`src/line_pixel_generator_top_assert.svh`:
```
// Assertion macros shared by the line pixel generator RTL.
`ifndef LINE_PIXEL_GENERATOR_TOP_ASSERT_SVH
`define LINE_PIXEL_GENERATOR_TOP_ASSERT_SVH

// The consequent must hold in the same cycle as the antecedent.
`define LPG_ASSERT_SAME(label, ante, cons) \
    label: assert property (@(posedge clk) disable iff (!rst_n) (ante) |-> (cons)) \
        else $error("line pixel generator check failed");

// The consequent must hold in the cycle after the antecedent.
`define LPG_ASSERT_NEXT(label, ante, cons) \
    label: assert property (@(posedge clk) disable iff (!rst_n) (ante) |=> (cons)) \
        else $error("line pixel generator check failed");

`endif

```
`src/lpg_pkg.sv`:
```
// Package with the request codes and payload layouts of the line pixel generator.
package lpg_pkg;

    localparam int unsigned X_WIDTH     = 9;
    localparam int unsigned Y_WIDTH     = 8;
    localparam int unsigned COLOR_WIDTH = 16;
    localparam int unsigned ADDR_WIDTH  = 32;

    localparam logic [ADDR_WIDTH-1:0] BASE_RESET = 32'hC800_0000;

    typedef enum logic
    {
        OP_START = 1'b0,
        OP_NEXT  = 1'b1
    } op_t;

    typedef struct packed
    {
        logic [5:0]             pad;
        logic [COLOR_WIDTH-1:0] stroke_color;
        logic [Y_WIDTH-1:0]     y_second;
        logic [X_WIDTH-1:0]     x_second;
        logic [Y_WIDTH-1:0]     y_first;
        logic [X_WIDTH-1:0]     x_first;
    } in_data_t;

    typedef struct packed
    {
        logic [6:0]             pad;
        logic [COLOR_WIDTH-1:0] pixel_color;
        logic [ADDR_WIDTH-1:0]  pixel_address;
        logic [Y_WIDTH-1:0]     pixel_y;
        logic [X_WIDTH-1:0]     pixel_x;
    } out_data_t;

endpackage

```
`src/line_pixel_generator_top.sv`:
```
// Line pixel generator: steps a line between two endpoints and emits one pixel per request.
//
// A start request (tuser 0) loads both endpoints and the color from s_axis_tdata and
// produces the first pixel of the line; each next request (tuser 1) produces the
// following pixel. A next request while no line is running produces a result with
// tuser 0 and all data zero. Each result carries x, y, color and the frame buffer
// address buffer_base + (y << ROW_SHIFT) + (x << PIXEL_SHIFT); tlast marks the final
// pixel. buffer_base is loaded through the cfg channel, which is always ready.
// From an accepted request, the middle stage registers the stepped line state and the
// output stage registers the coordinates and the address formed from it. Throughput
// is one request per cycle while the result is not stalled, set by the single
// remainder add, compare and subtract that advances the minor coordinate. When the
// receiver stalls, the result holds and one more request can be taken into the middle
// stage before s_axis_tready falls. Reset clears the line state and the control bits
// of both stages, but not the output data, and loads buffer_base with 0xC8000000.
module line_pixel_generator_top #(
    parameter int unsigned ROW_SHIFT   = 10,
    parameter int unsigned PIXEL_SHIFT = 1
) (
    input  logic                 clk,
    input  logic                 rst_n,
    input  logic                 s_axis_tvalid,
    output logic                 s_axis_tready,
    // x_first[8:0], y_first[16:9], x_second[25:17], y_second[33:26], stroke_color[49:34]
    input  lpg_pkg::in_data_t    s_axis_tdata,
    // operation[0]
    input  logic                 s_axis_tuser,
    output logic                 m_axis_tvalid,
    input  logic                 m_axis_tready,
    // pixel_x[8:0], pixel_y[16:9], pixel_address[48:17], pixel_color[64:49]
    output lpg_pkg::out_data_t   m_axis_tdata,
    // pixel_valid[0]
    output logic                 m_axis_tuser,
    output logic                 m_axis_tlast,
    input  logic                 cfg_valid,
    output logic                 cfg_ready,
    input  logic [31:0]          cfg_data
);

    import lpg_pkg::*;

    logic [ADDR_WIDTH-1:0]  base_reg;
    logic                   busy_reg, busy_next;
    logic [X_WIDTH-1:0]     steps_left_reg, steps_left_next;
    logic [X_WIDTH-1:0]     major_pos_reg, major_pos_next;
    logic [X_WIDTH-1:0]     minor_base_reg, minor_base_next;
    logic [X_WIDTH-1:0]     quot_reg, quot_next;
    logic [X_WIDTH-1:0]     rem_reg, rem_next;
    logic [X_WIDTH-1:0]     minor_mag_reg, minor_mag_next;
    logic [X_WIDTH-1:0]     major_delta_reg, major_delta_next;
    logic                   minor_dec_reg, minor_dec_next;
    logic                   steep_reg, steep_next;
    logic [COLOR_WIDTH-1:0] color_reg, color_next;

    logic                   mid_valid_reg, mid_pixel_reg, mid_pixel_next;
    logic                   out_valid_reg, out_pixel_reg, out_last_reg;
    out_data_t              out_data_reg;
    logic                   out_last_next;
    out_data_t              out_data_next;

    logic                   in_accept, mid_advance;
    op_t                    in_op;

    logic [X_WIDTH-1:0]     adx;
    logic [Y_WIDTH-1:0]     ady;
    logic                   start_steep;
    logic [X_WIDTH:0]       rem_sum;
    logic                   rem_wrap;

    logic                   round_up, round_down;
    logic [X_WIDTH-1:0]     minor_now;
    logic [X_WIDTH-1:0]     pix_x;
    logic [Y_WIDTH-1:0]     pix_y;

    assign cfg_ready     = 1'b1;
    assign mid_advance   = mid_valid_reg && (!out_valid_reg || m_axis_tready);
    assign s_axis_tready = !mid_valid_reg || mid_advance;
    assign in_accept     = s_axis_tvalid && s_axis_tready;
    assign in_op         = op_t'(s_axis_tuser);

    assign m_axis_tvalid = out_valid_reg;
    assign m_axis_tuser  = out_pixel_reg;
    assign m_axis_tlast  = out_last_reg;
    assign m_axis_tdata  = out_data_reg;

    // Line setup and stepping for the request being accepted.
    always_comb
    begin
        adx = (s_axis_tdata.x_first > s_axis_tdata.x_second)
            ? s_axis_tdata.x_first - s_axis_tdata.x_second
            : s_axis_tdata.x_second - s_axis_tdata.x_first;
        ady = (s_axis_tdata.y_first > s_axis_tdata.y_second)
            ? s_axis_tdata.y_first - s_axis_tdata.y_second
            : s_axis_tdata.y_second - s_axis_tdata.y_first;
        start_steep = (adx == '0) || ({1'b0, ady} > adx);

        rem_sum  = {1'b0, rem_reg} + {1'b0, minor_mag_reg};
        rem_wrap = rem_sum >= {1'b0, major_delta_reg};

        busy_next        = busy_reg;
        steps_left_next  = steps_left_reg;
        major_pos_next   = major_pos_reg;
        minor_base_next  = minor_base_reg;
        quot_next        = quot_reg;
        rem_next         = rem_reg;
        minor_mag_next   = minor_mag_reg;
        major_delta_next = major_delta_reg;
        minor_dec_next   = minor_dec_reg;
        steep_next       = steep_reg;
        color_next       = color_reg;
        mid_pixel_next   = 1'b0;

        case (in_op)
            OP_START:
            begin
                color_next     = s_axis_tdata.stroke_color;
                steep_next     = start_steep;
                quot_next      = '0;
                rem_next       = '0;
                mid_pixel_next = 1'b1;
                if (start_steep)
                begin
                    major_delta_next = X_WIDTH'(ady);
                    minor_mag_next   = adx;
                    if (s_axis_tdata.y_first <= s_axis_tdata.y_second)
                    begin
                        major_pos_next  = X_WIDTH'(s_axis_tdata.y_first);
                        minor_base_next = s_axis_tdata.x_first;
                        minor_dec_next  = s_axis_tdata.x_second < s_axis_tdata.x_first;
                    end
                    else
                    begin
                        major_pos_next  = X_WIDTH'(s_axis_tdata.y_second);
                        minor_base_next = s_axis_tdata.x_second;
                        minor_dec_next  = s_axis_tdata.x_first < s_axis_tdata.x_second;
                    end
                end
                else
                begin
                    major_delta_next = adx;
                    minor_mag_next   = X_WIDTH'(ady);
                    if (s_axis_tdata.x_first <= s_axis_tdata.x_second)
                    begin
                        major_pos_next  = s_axis_tdata.x_first;
                        minor_base_next = X_WIDTH'(s_axis_tdata.y_first);
                        minor_dec_next  = s_axis_tdata.y_second < s_axis_tdata.y_first;
                    end
                    else
                    begin
                        major_pos_next  = s_axis_tdata.x_second;
                        minor_base_next = X_WIDTH'(s_axis_tdata.y_second);
                        minor_dec_next  = s_axis_tdata.y_first < s_axis_tdata.y_second;
                    end
                end
                steps_left_next = major_delta_next;
                busy_next       = major_delta_next != '0;
            end
            OP_NEXT:
            begin
                if (busy_reg)
                begin
                    mid_pixel_next  = 1'b1;
                    major_pos_next  = major_pos_reg + X_WIDTH'(1);
                    if (rem_wrap)
                    begin
                        rem_next  = X_WIDTH'(rem_sum - {1'b0, major_delta_reg});
                        quot_next = quot_reg + X_WIDTH'(1);
                    end
                    else
                    begin
                        rem_next = rem_sum[X_WIDTH-1:0];
                    end
                    steps_left_next = steps_left_reg - X_WIDTH'(1);
                    busy_next       = steps_left_next != '0;
                end
            end
            default:
            begin
                mid_pixel_next = 1'b0;
            end
        endcase
    end

    // Rounded minor coordinate and pixel address from the stepped line state.
    always_comb
    begin
        round_up   = {rem_reg, 1'b0} > {1'b0, major_delta_reg};
        round_down = (rem_reg != '0) && ({rem_reg, 1'b0} >= {1'b0, major_delta_reg});
        if (minor_dec_reg)
        begin
            minor_now = minor_base_reg - quot_reg - X_WIDTH'(round_down);
        end
        else
        begin
            minor_now = minor_base_reg + quot_reg + X_WIDTH'(round_up);
        end

        if (steep_reg)
        begin
            pix_x = minor_now;
            pix_y = major_pos_reg[Y_WIDTH-1:0];
        end
        else
        begin
            pix_x = major_pos_reg;
            pix_y = minor_now[Y_WIDTH-1:0];
        end

        out_data_next = '0;
        out_last_next = 1'b0;
        if (mid_pixel_reg)
        begin
            out_data_next.pixel_x       = pix_x;
            out_data_next.pixel_y       = pix_y;
            out_data_next.pixel_address = base_reg
                                        + (ADDR_WIDTH'(pix_y) << ROW_SHIFT)
                                        + (ADDR_WIDTH'(pix_x) << PIXEL_SHIFT);
            out_data_next.pixel_color   = color_reg;
            out_last_next               = steps_left_reg == '0;
        end
    end

    always_ff @(posedge clk or negedge rst_n)
    begin
        if (!rst_n)
        begin
            base_reg        <= BASE_RESET;
            busy_reg        <= 1'b0;
            steps_left_reg  <= '0;
            major_pos_reg   <= '0;
            minor_base_reg  <= '0;
            quot_reg        <= '0;
            rem_reg         <= '0;
            minor_mag_reg   <= '0;
            major_delta_reg <= '0;
            minor_dec_reg   <= 1'b0;
            steep_reg       <= 1'b0;
            color_reg       <= '0;
            mid_valid_reg   <= 1'b0;
            mid_pixel_reg   <= 1'b0;
            out_valid_reg   <= 1'b0;
            out_pixel_reg   <= 1'b0;
            out_last_reg    <= 1'b0;
        end
        else
        begin
            if (cfg_valid && cfg_ready)
            begin
                base_reg <= cfg_data;
            end

            if (in_accept)
            begin
                busy_reg        <= busy_next;
                steps_left_reg  <= steps_left_next;
                major_pos_reg   <= major_pos_next;
                minor_base_reg  <= minor_base_next;
                quot_reg        <= quot_next;
                rem_reg         <= rem_next;
                minor_mag_reg   <= minor_mag_next;
                major_delta_reg <= major_delta_next;
                minor_dec_reg   <= minor_dec_next;
                steep_reg       <= steep_next;
                color_reg       <= color_next;
                mid_pixel_reg   <= mid_pixel_next;
                mid_valid_reg   <= 1'b1;
            end
            else if (mid_advance)
            begin
                mid_valid_reg <= 1'b0;
            end

            if (mid_advance)
            begin
                out_valid_reg <= 1'b1;
                out_pixel_reg <= mid_pixel_reg;
                out_last_reg  <= out_last_next;
            end
            else if (m_axis_tready)
            begin
                out_valid_reg <= 1'b0;
            end
        end
    end

    always_ff @(posedge clk)
    begin
        if (mid_advance)
        begin
            out_data_reg <= out_data_next;
        end
    end

    `include "line_pixel_generator_top_assert.svh"

    `LPG_ASSERT_SAME(busy_has_steps, busy_reg, steps_left_reg != '0)
    `LPG_ASSERT_SAME(remainder_below_delta, busy_reg, rem_reg < major_delta_reg)
    `LPG_ASSERT_SAME(idle_result_is_empty, m_axis_tvalid && !m_axis_tuser,
                     (m_axis_tdata == '0) && !m_axis_tlast)
    `LPG_ASSERT_SAME(no_overrun_when_stalled,
                     mid_valid_reg && m_axis_tvalid && !m_axis_tready, !s_axis_tready)

endmodule

```
`config.mk`:
```
export PLATFORM = sky130hd
export DESIGN_NAME = line_pixel_generator_top
export DESIGN_NICKNAME = d
export VERILOG_FILES = /design/src/lpg_pkg.sv /design/src/line_pixel_generator_top.sv
export VERILOG_INCLUDE_DIRS = /design/src /design/src/src
export SDC_FILE = /design/constraint.sdc
export NUM_CORES = 1
export LEC_CHECK = 0
export ABC_AREA = 1
export BUFFER_PORTS_ARGS = -buffer_cell sky130_fd_sc_hd__clkbuf_2
export CORE_ASPECT_RATIO = 2
export CORE_MARGIN = 2
export CORE_UTILIZATION = 45
export DETAILED_ROUTE_END_ITERATION = 8
export GPL_ROUTABILITY_DRIVEN = 0
export GPL_TIMING_DRIVEN = 0
export REMOVE_ABC_BUFFERS = 1
export SYNTH_ARGS = -nofsm -noshare
export SYNTH_HDL_FRONTEND = slang
export SYNTH_SLANG_ARGS = --single-unit
```
`constraint.sdc`:
```
create_clock -name clk -period 8.35 [get_ports clk]
set_clock_uncertainty 0.15 [all_clocks]
set_input_delay 0.835 -clock clk [delete_from_list [all_inputs] [get_ports clk]]
set_output_delay 0.835 -clock clk [all_outputs]
set_load 0.05 [all_outputs]
```
# Yosys cells after proc, flatten, opt, wreduce, memory -nomap -nowiden
# Cells that the tools add are included.
# totals
register_bits	184
out_inout_bits	77
elab_cells	105
# op_classes
add_sub_neg	15
magnitude_cmp	12
eq_ne	2
mux	36
bitwise	1
n_reduce_logical	18
# op_table
cell	n
2-to-1 mux 9 bit	16
one-hot mux 9 bit (2 select lines)	4
subtractor 9 bit	4
adder 32 x 10 -> 32 bit	1
adder 32 x 18 -> 32 bit	1
2-to-1 mux 8 bit	4
nonzero test 9 bit	3
>= comparator 10 x 9 -> 1 bit	2
adder 9 x 1 -> 9 bit, second input constant	2
zero test 9 bit	2
less-than comparator 9 bit	2
less-than comparator 8 bit	2
subtractor 8 bit	2
adder 9 x 9 -> 10 bit	1
> comparator 10 x 9 -> 1 bit	1
2-to-1 mux 1 bit	10
adder 9 x 1 -> 9 bit	1
adder 9 bit	1
> comparator 8 x 9 -> 1 bit	1
> comparator 9 bit	1
less-or-equal comparator 9 bit	1
subtractor 9 x 1 -> 9 bit	1
subtractor 9 x 1 -> 9 bit, second input constant	1
> comparator 8 bit	1
10 further kinds	19

# Logic depth before layout (Yosys ltp)
# logic_depth
ltp_word	8
mapped_depth	37

# Least setup slack after synthesis
# No wires, ideal clock.
# synth_timing
path_kind	reg2reg
startpoint	reg rem_reg[7]
endpoint	reg out_data_reg (netlist bit m_axis_tdata[44]) (data pin)
arrival_time_ns	5.066
t_required_ns	7.945
setup_slack_ns	2.880
path_stages_with_launch	35
path_buffers	0
synth_period_minus_slack_ns	5.470
cell_sequence	dfrtp_1 ha_1 nand4_1 nor3_1 nand3b_1 o2111ai_1 o41ai_1 fa_1 inv_1 ha_1 nor2_1 fa_1 nand2_1 a21oi_1 nor2_1 nor2_1 o21bai_1 nand2_1 nand2_1 nor2_1 a31oi_1 nand2_1 o21ai_0 inv_1 ha_1 nand2_1 o21ai_1 a21boi_0 o21ai_1 a21oi_1 o21ai_2 and2_0 nand3_1 nand2_1 nor2_1
# synth_via
word_cells_on_any_way	11
# synth_rtl
item	line_no	source
from (decl)	line_pixel_generator_top.sv:48	logic [X_WIDTH-1:0] rem_reg, rem_next;
from (signal assigned)	line_pixel_generator_top.sv:259	rem_reg <= rem_next;
>= comparator 10 x 9 -> 1 bit or nonzero test 9 bit (tied branches)	line_pixel_generator_top.sv:188	round_down = (rem_reg != '0) && ({rem_reg, 1'b0} >= {1'b0, major_delta_reg});
logical AND 1 bit	line_pixel_generator_top.sv:188	
subtractor 9 x 1 -> 9 bit	line_pixel_generator_top.sv:191	minor_now = minor_base_reg - quot_reg - X_WIDTH'(round_down);
2-to-1 mux 9 bit (*)	line_pixel_generator_top.sv:189	if (minor_dec_reg)
2-to-1 mux 9 bit (*)	line_pixel_generator_top.sv:198	if (steep_reg)
net pix_x[6]	line_pixel_generator_top.sv:72	logic [X_WIDTH-1:0] pix_x;
adder 32 x 10 -> 32 bit (*)	line_pixel_generator_top.sv:217	+ (ADDR_WIDTH'(pix_x) << PIXEL_SHIFT);
to (signal assigned)	line_pixel_generator_top.sv:290	out_data_reg <= out_data_next;
to (decl)	line_pixel_generator_top.sv:57	out_data_t out_data_reg;
# The timed path passes the listed nets; every way through them passes the cells marked *.
# A chain may end at the register's enable or synchronous reset.

# Worst setup path in the final report
# layout_timing
startpoint	reg rem_reg[5]
endpoint	reg out_data_reg (netlist bit m_axis_tdata[45]) (data pin)
# Same word-level chain as after synthesis.

==> impl_metrics.json <==
{
  "synth-main-ff-cell": "dfrtp_1",
  "regToRegStartpoint": "rem_reg[5]",
  "hold_path_class": "in2async",
  "syn_inst": 1698,
  "relSlewSlack_pct": 18.45,
  "yosysUniqueCellTypes": 60,
  "synth.avg_cell_area_um2": 7.731,
  "arrival_ps": 6820,
  "critPathRequiredTime_ps": 8410,
  "clockBufferDepth": 2,
  "die_h_um": 245.5,
  "clk-insertion-delay-late_ps": 450,
  "grt_pass1_vias": 11770,
  "diodes": 0,
  "cts_buffers": 17,
  "cp_slowest_cell": "o21ai_0",
  "routedWlPerCell_um": 16.62,
  "ys_ff_latch": 184,
  "worstSetupPathType": "reg2reg",
  "final.setup.tns_ps": 0,
  "async_flop_share_pct": 64.67,
  "slowest_delay_ps": 490,
  "path_common_cell": "nand2_1",
  "routed_wl_um": 36490,
  "synth_edf_count": 65,
  "placementRows": 88,
  "setup_viol": 0,
  "clkTransAtPathRegs_ps": 70,
  "die_area_mm2": 0.03064,
  "cts_setup_buffers": 0,
  "hold_viol_final": 0,
  "timing.rr.end": "m_axis_tdata[45]",
  "nFillCells": 2818,
  "ys_warn_count": 0,
  "antenna_found_initial": 0,
  "cts_tree": "done",
  "gr-total-overflow": 0,
  "grt_pass1_wl_um": 58570,
  "worst_pin_slew_ps": 1214,
  "area_growth_pct": 12.81,
  "nets": 2037,
  "maxSlewViolCount": 0,
  "leakage_nw": 7.561,
  "min_period_ps": 6766,
  "cts_max_level": 4,
  "drive_above_1_share_pct": 13.57,
  "syn-cell-area_mm2": 0.01313,
  "rsz0062_at_grt": "false",
  "hpwl_um": 28850,
  "port-buffer-count": 156,
  "io-pin-count": 171,
  "startpoint_type": "flip-flop",
  "reg2reg_slack_ps": 1580,
  "fin_util_pct": 51.53,
  "grt_use_total_pct": 24.26,
  "synth_seq_area_share_pct": 37.58,
  "drc": 0,
  "r2r_cells": 34,
  "outcome": "completed",
  "p_per_area_mw_per_mm2": 338.4,
  "post-route-period-util_pct": 81.03,
  "cts_resized": 0,
  "ant_nets": 0,
  "cts_root_buf": "clkbuf_16",
  "timing.fmax_ghz": 0.1478,
  "floorplan.initialDensity_pct": 45.68,
  "die_w_um": 124.8,
  "cp_max_fo": 5,
  "coreArea_mm2": 0.02874,
  "cts_sinks": 184,
  "ir_worst_vdd_uv": 168.5,
  "endpoint_kind": "flip-flop",
  "cts_hold_buf": 0,
  "setup.worst_path.start": "rem_reg[5]",
  "synth.area.top_cells": "dfrtp_1, edfxtp_1, nand2_1, ha_1, inv_1",
  "synth_largest_area_cell": "dfrtp_1",
  "grt_max_degree": 103,
  "netlist.area_leader.share_pct": 22.11,
  "viasPerCell": 5.290,
  "dr.pass1.iters": 5,
  "drtIter0Drc": 552,
  "drv_cap": 0,
  "largest_register_ffs": 65,
  "hold_ws_ps": 88.28,
  "fin_total_pwr_mw": 5.012,
  "vias": 11610
}
where the power goes:
part           switching (mW)  internal, mW  leakage (nW)  total (mW)
sequential              0.168          1.22          2.10        1.38
combinational            1.90         0.916          5.17        2.81
clock                   0.365         0.450         0.296       0.814
total                    2.43          2.58          7.56        5.01
per-stage QoR:
stage	setup WS (ps)	instance area, µm²	cells
finish	1584	14810	2195
global route	1058	14810	2195
global placement	1509	14080	2158
floorplan	2865	12850	1642
detailed placement	1456	14220	2163
CTS	1563	14810	2195
worst max-delay path by stage:
stage                             endpoint  slack, ps  depth (start not counted)
after floorplan           m_axis_tdata[44]       2860                         34
after global placement        m_axis_tlast       1510                          5
after detailed placement          busy_reg       1460                         28
after CTS                 m_axis_tdata[45]       1560                         34
after global routing      m_axis_tdata[45]       1060                         35
final                     m_axis_tdata[45]       1580                         34
layer usage:
metal	up-vias	share of wire [%]	global-route usage, %
met1	5435	35	23.61
li1	5830	-	-
met2	258	56	47.80
met5	-	0	0
met3	89	2.8	3.177
met4	0	5.9	14.31
cells by family after synthesis:
kind of cell / after synthesis / share of synthesized area (%)
compound gates: 376 / 15.97
fa+ha+maj: 121 / 12.16
other cells: 2 / 0.05721
simple gates: 639 / 20.37
buf+inv: 319 / 9.645
flops: 184 / 37.58
mux: 22 / 1.878
xor+xnor: 35 / 2.335
critical path, delay by kind of cell (launching register included):
kind            cells  cell delay, ps
compound gates     10            2220
fa+ha+maj           5            1670
buf+inv             2             160
flops               1             430
simple gates       17            1860
cells in the final DEF (no fill, tap or decap), drive strengths merged, types with 4 or more instances in the layout:
| cell type | count |
|---|---|
| xor2 | 23 |
| conb | 8 |
| fa | 11 |
| a31oi | 7 |
| inv | 259 |
| clkinv | 9 |
| buf | 5 |
| o21bai | 6 |
| o211ai | 20 |
| o21a | 11 |
| mux2 | 21 |
| a211oi | 4 |
| dfrtp | 116 |
| edfxtp | 65 |
| nand3 | 70 |
| xnor2 | 12 |
| ha | 110 |
| nor4 | 5 |
| nor3 | 19 |
| o22ai | 11 |
| nand2 | 442 |
| a21oi | 134 |
| o21ai | 159 |
| clkbuf | 176 |
| nand4 | 13 |
| nor2 | 81 |
layout make-up:
cell class	count	area (µm²)	share of cell area, %
sequential	184	4935	33.32
multi-input combinational	1201	6969	47.06
clock inverter	12	111.4	0.7519
inverter	257	964.7	6.514
clock buffer	20	479.2	3.236
timing repair buffer	161	899.6	6.075
tap	360	450.4	3.042
cells in the mapped netlist, drive strengths merged (21+ instances only):
library cell and count:
nand2 442, inv 255, o21ai 159, a21oi 134, dfrtp 116, ha 110
nor2 81, nand3 70, edfxtp 65, clkbuf 41, xor2 23, buf 21
mux2 21
Power figures use the tool's default switching activity.
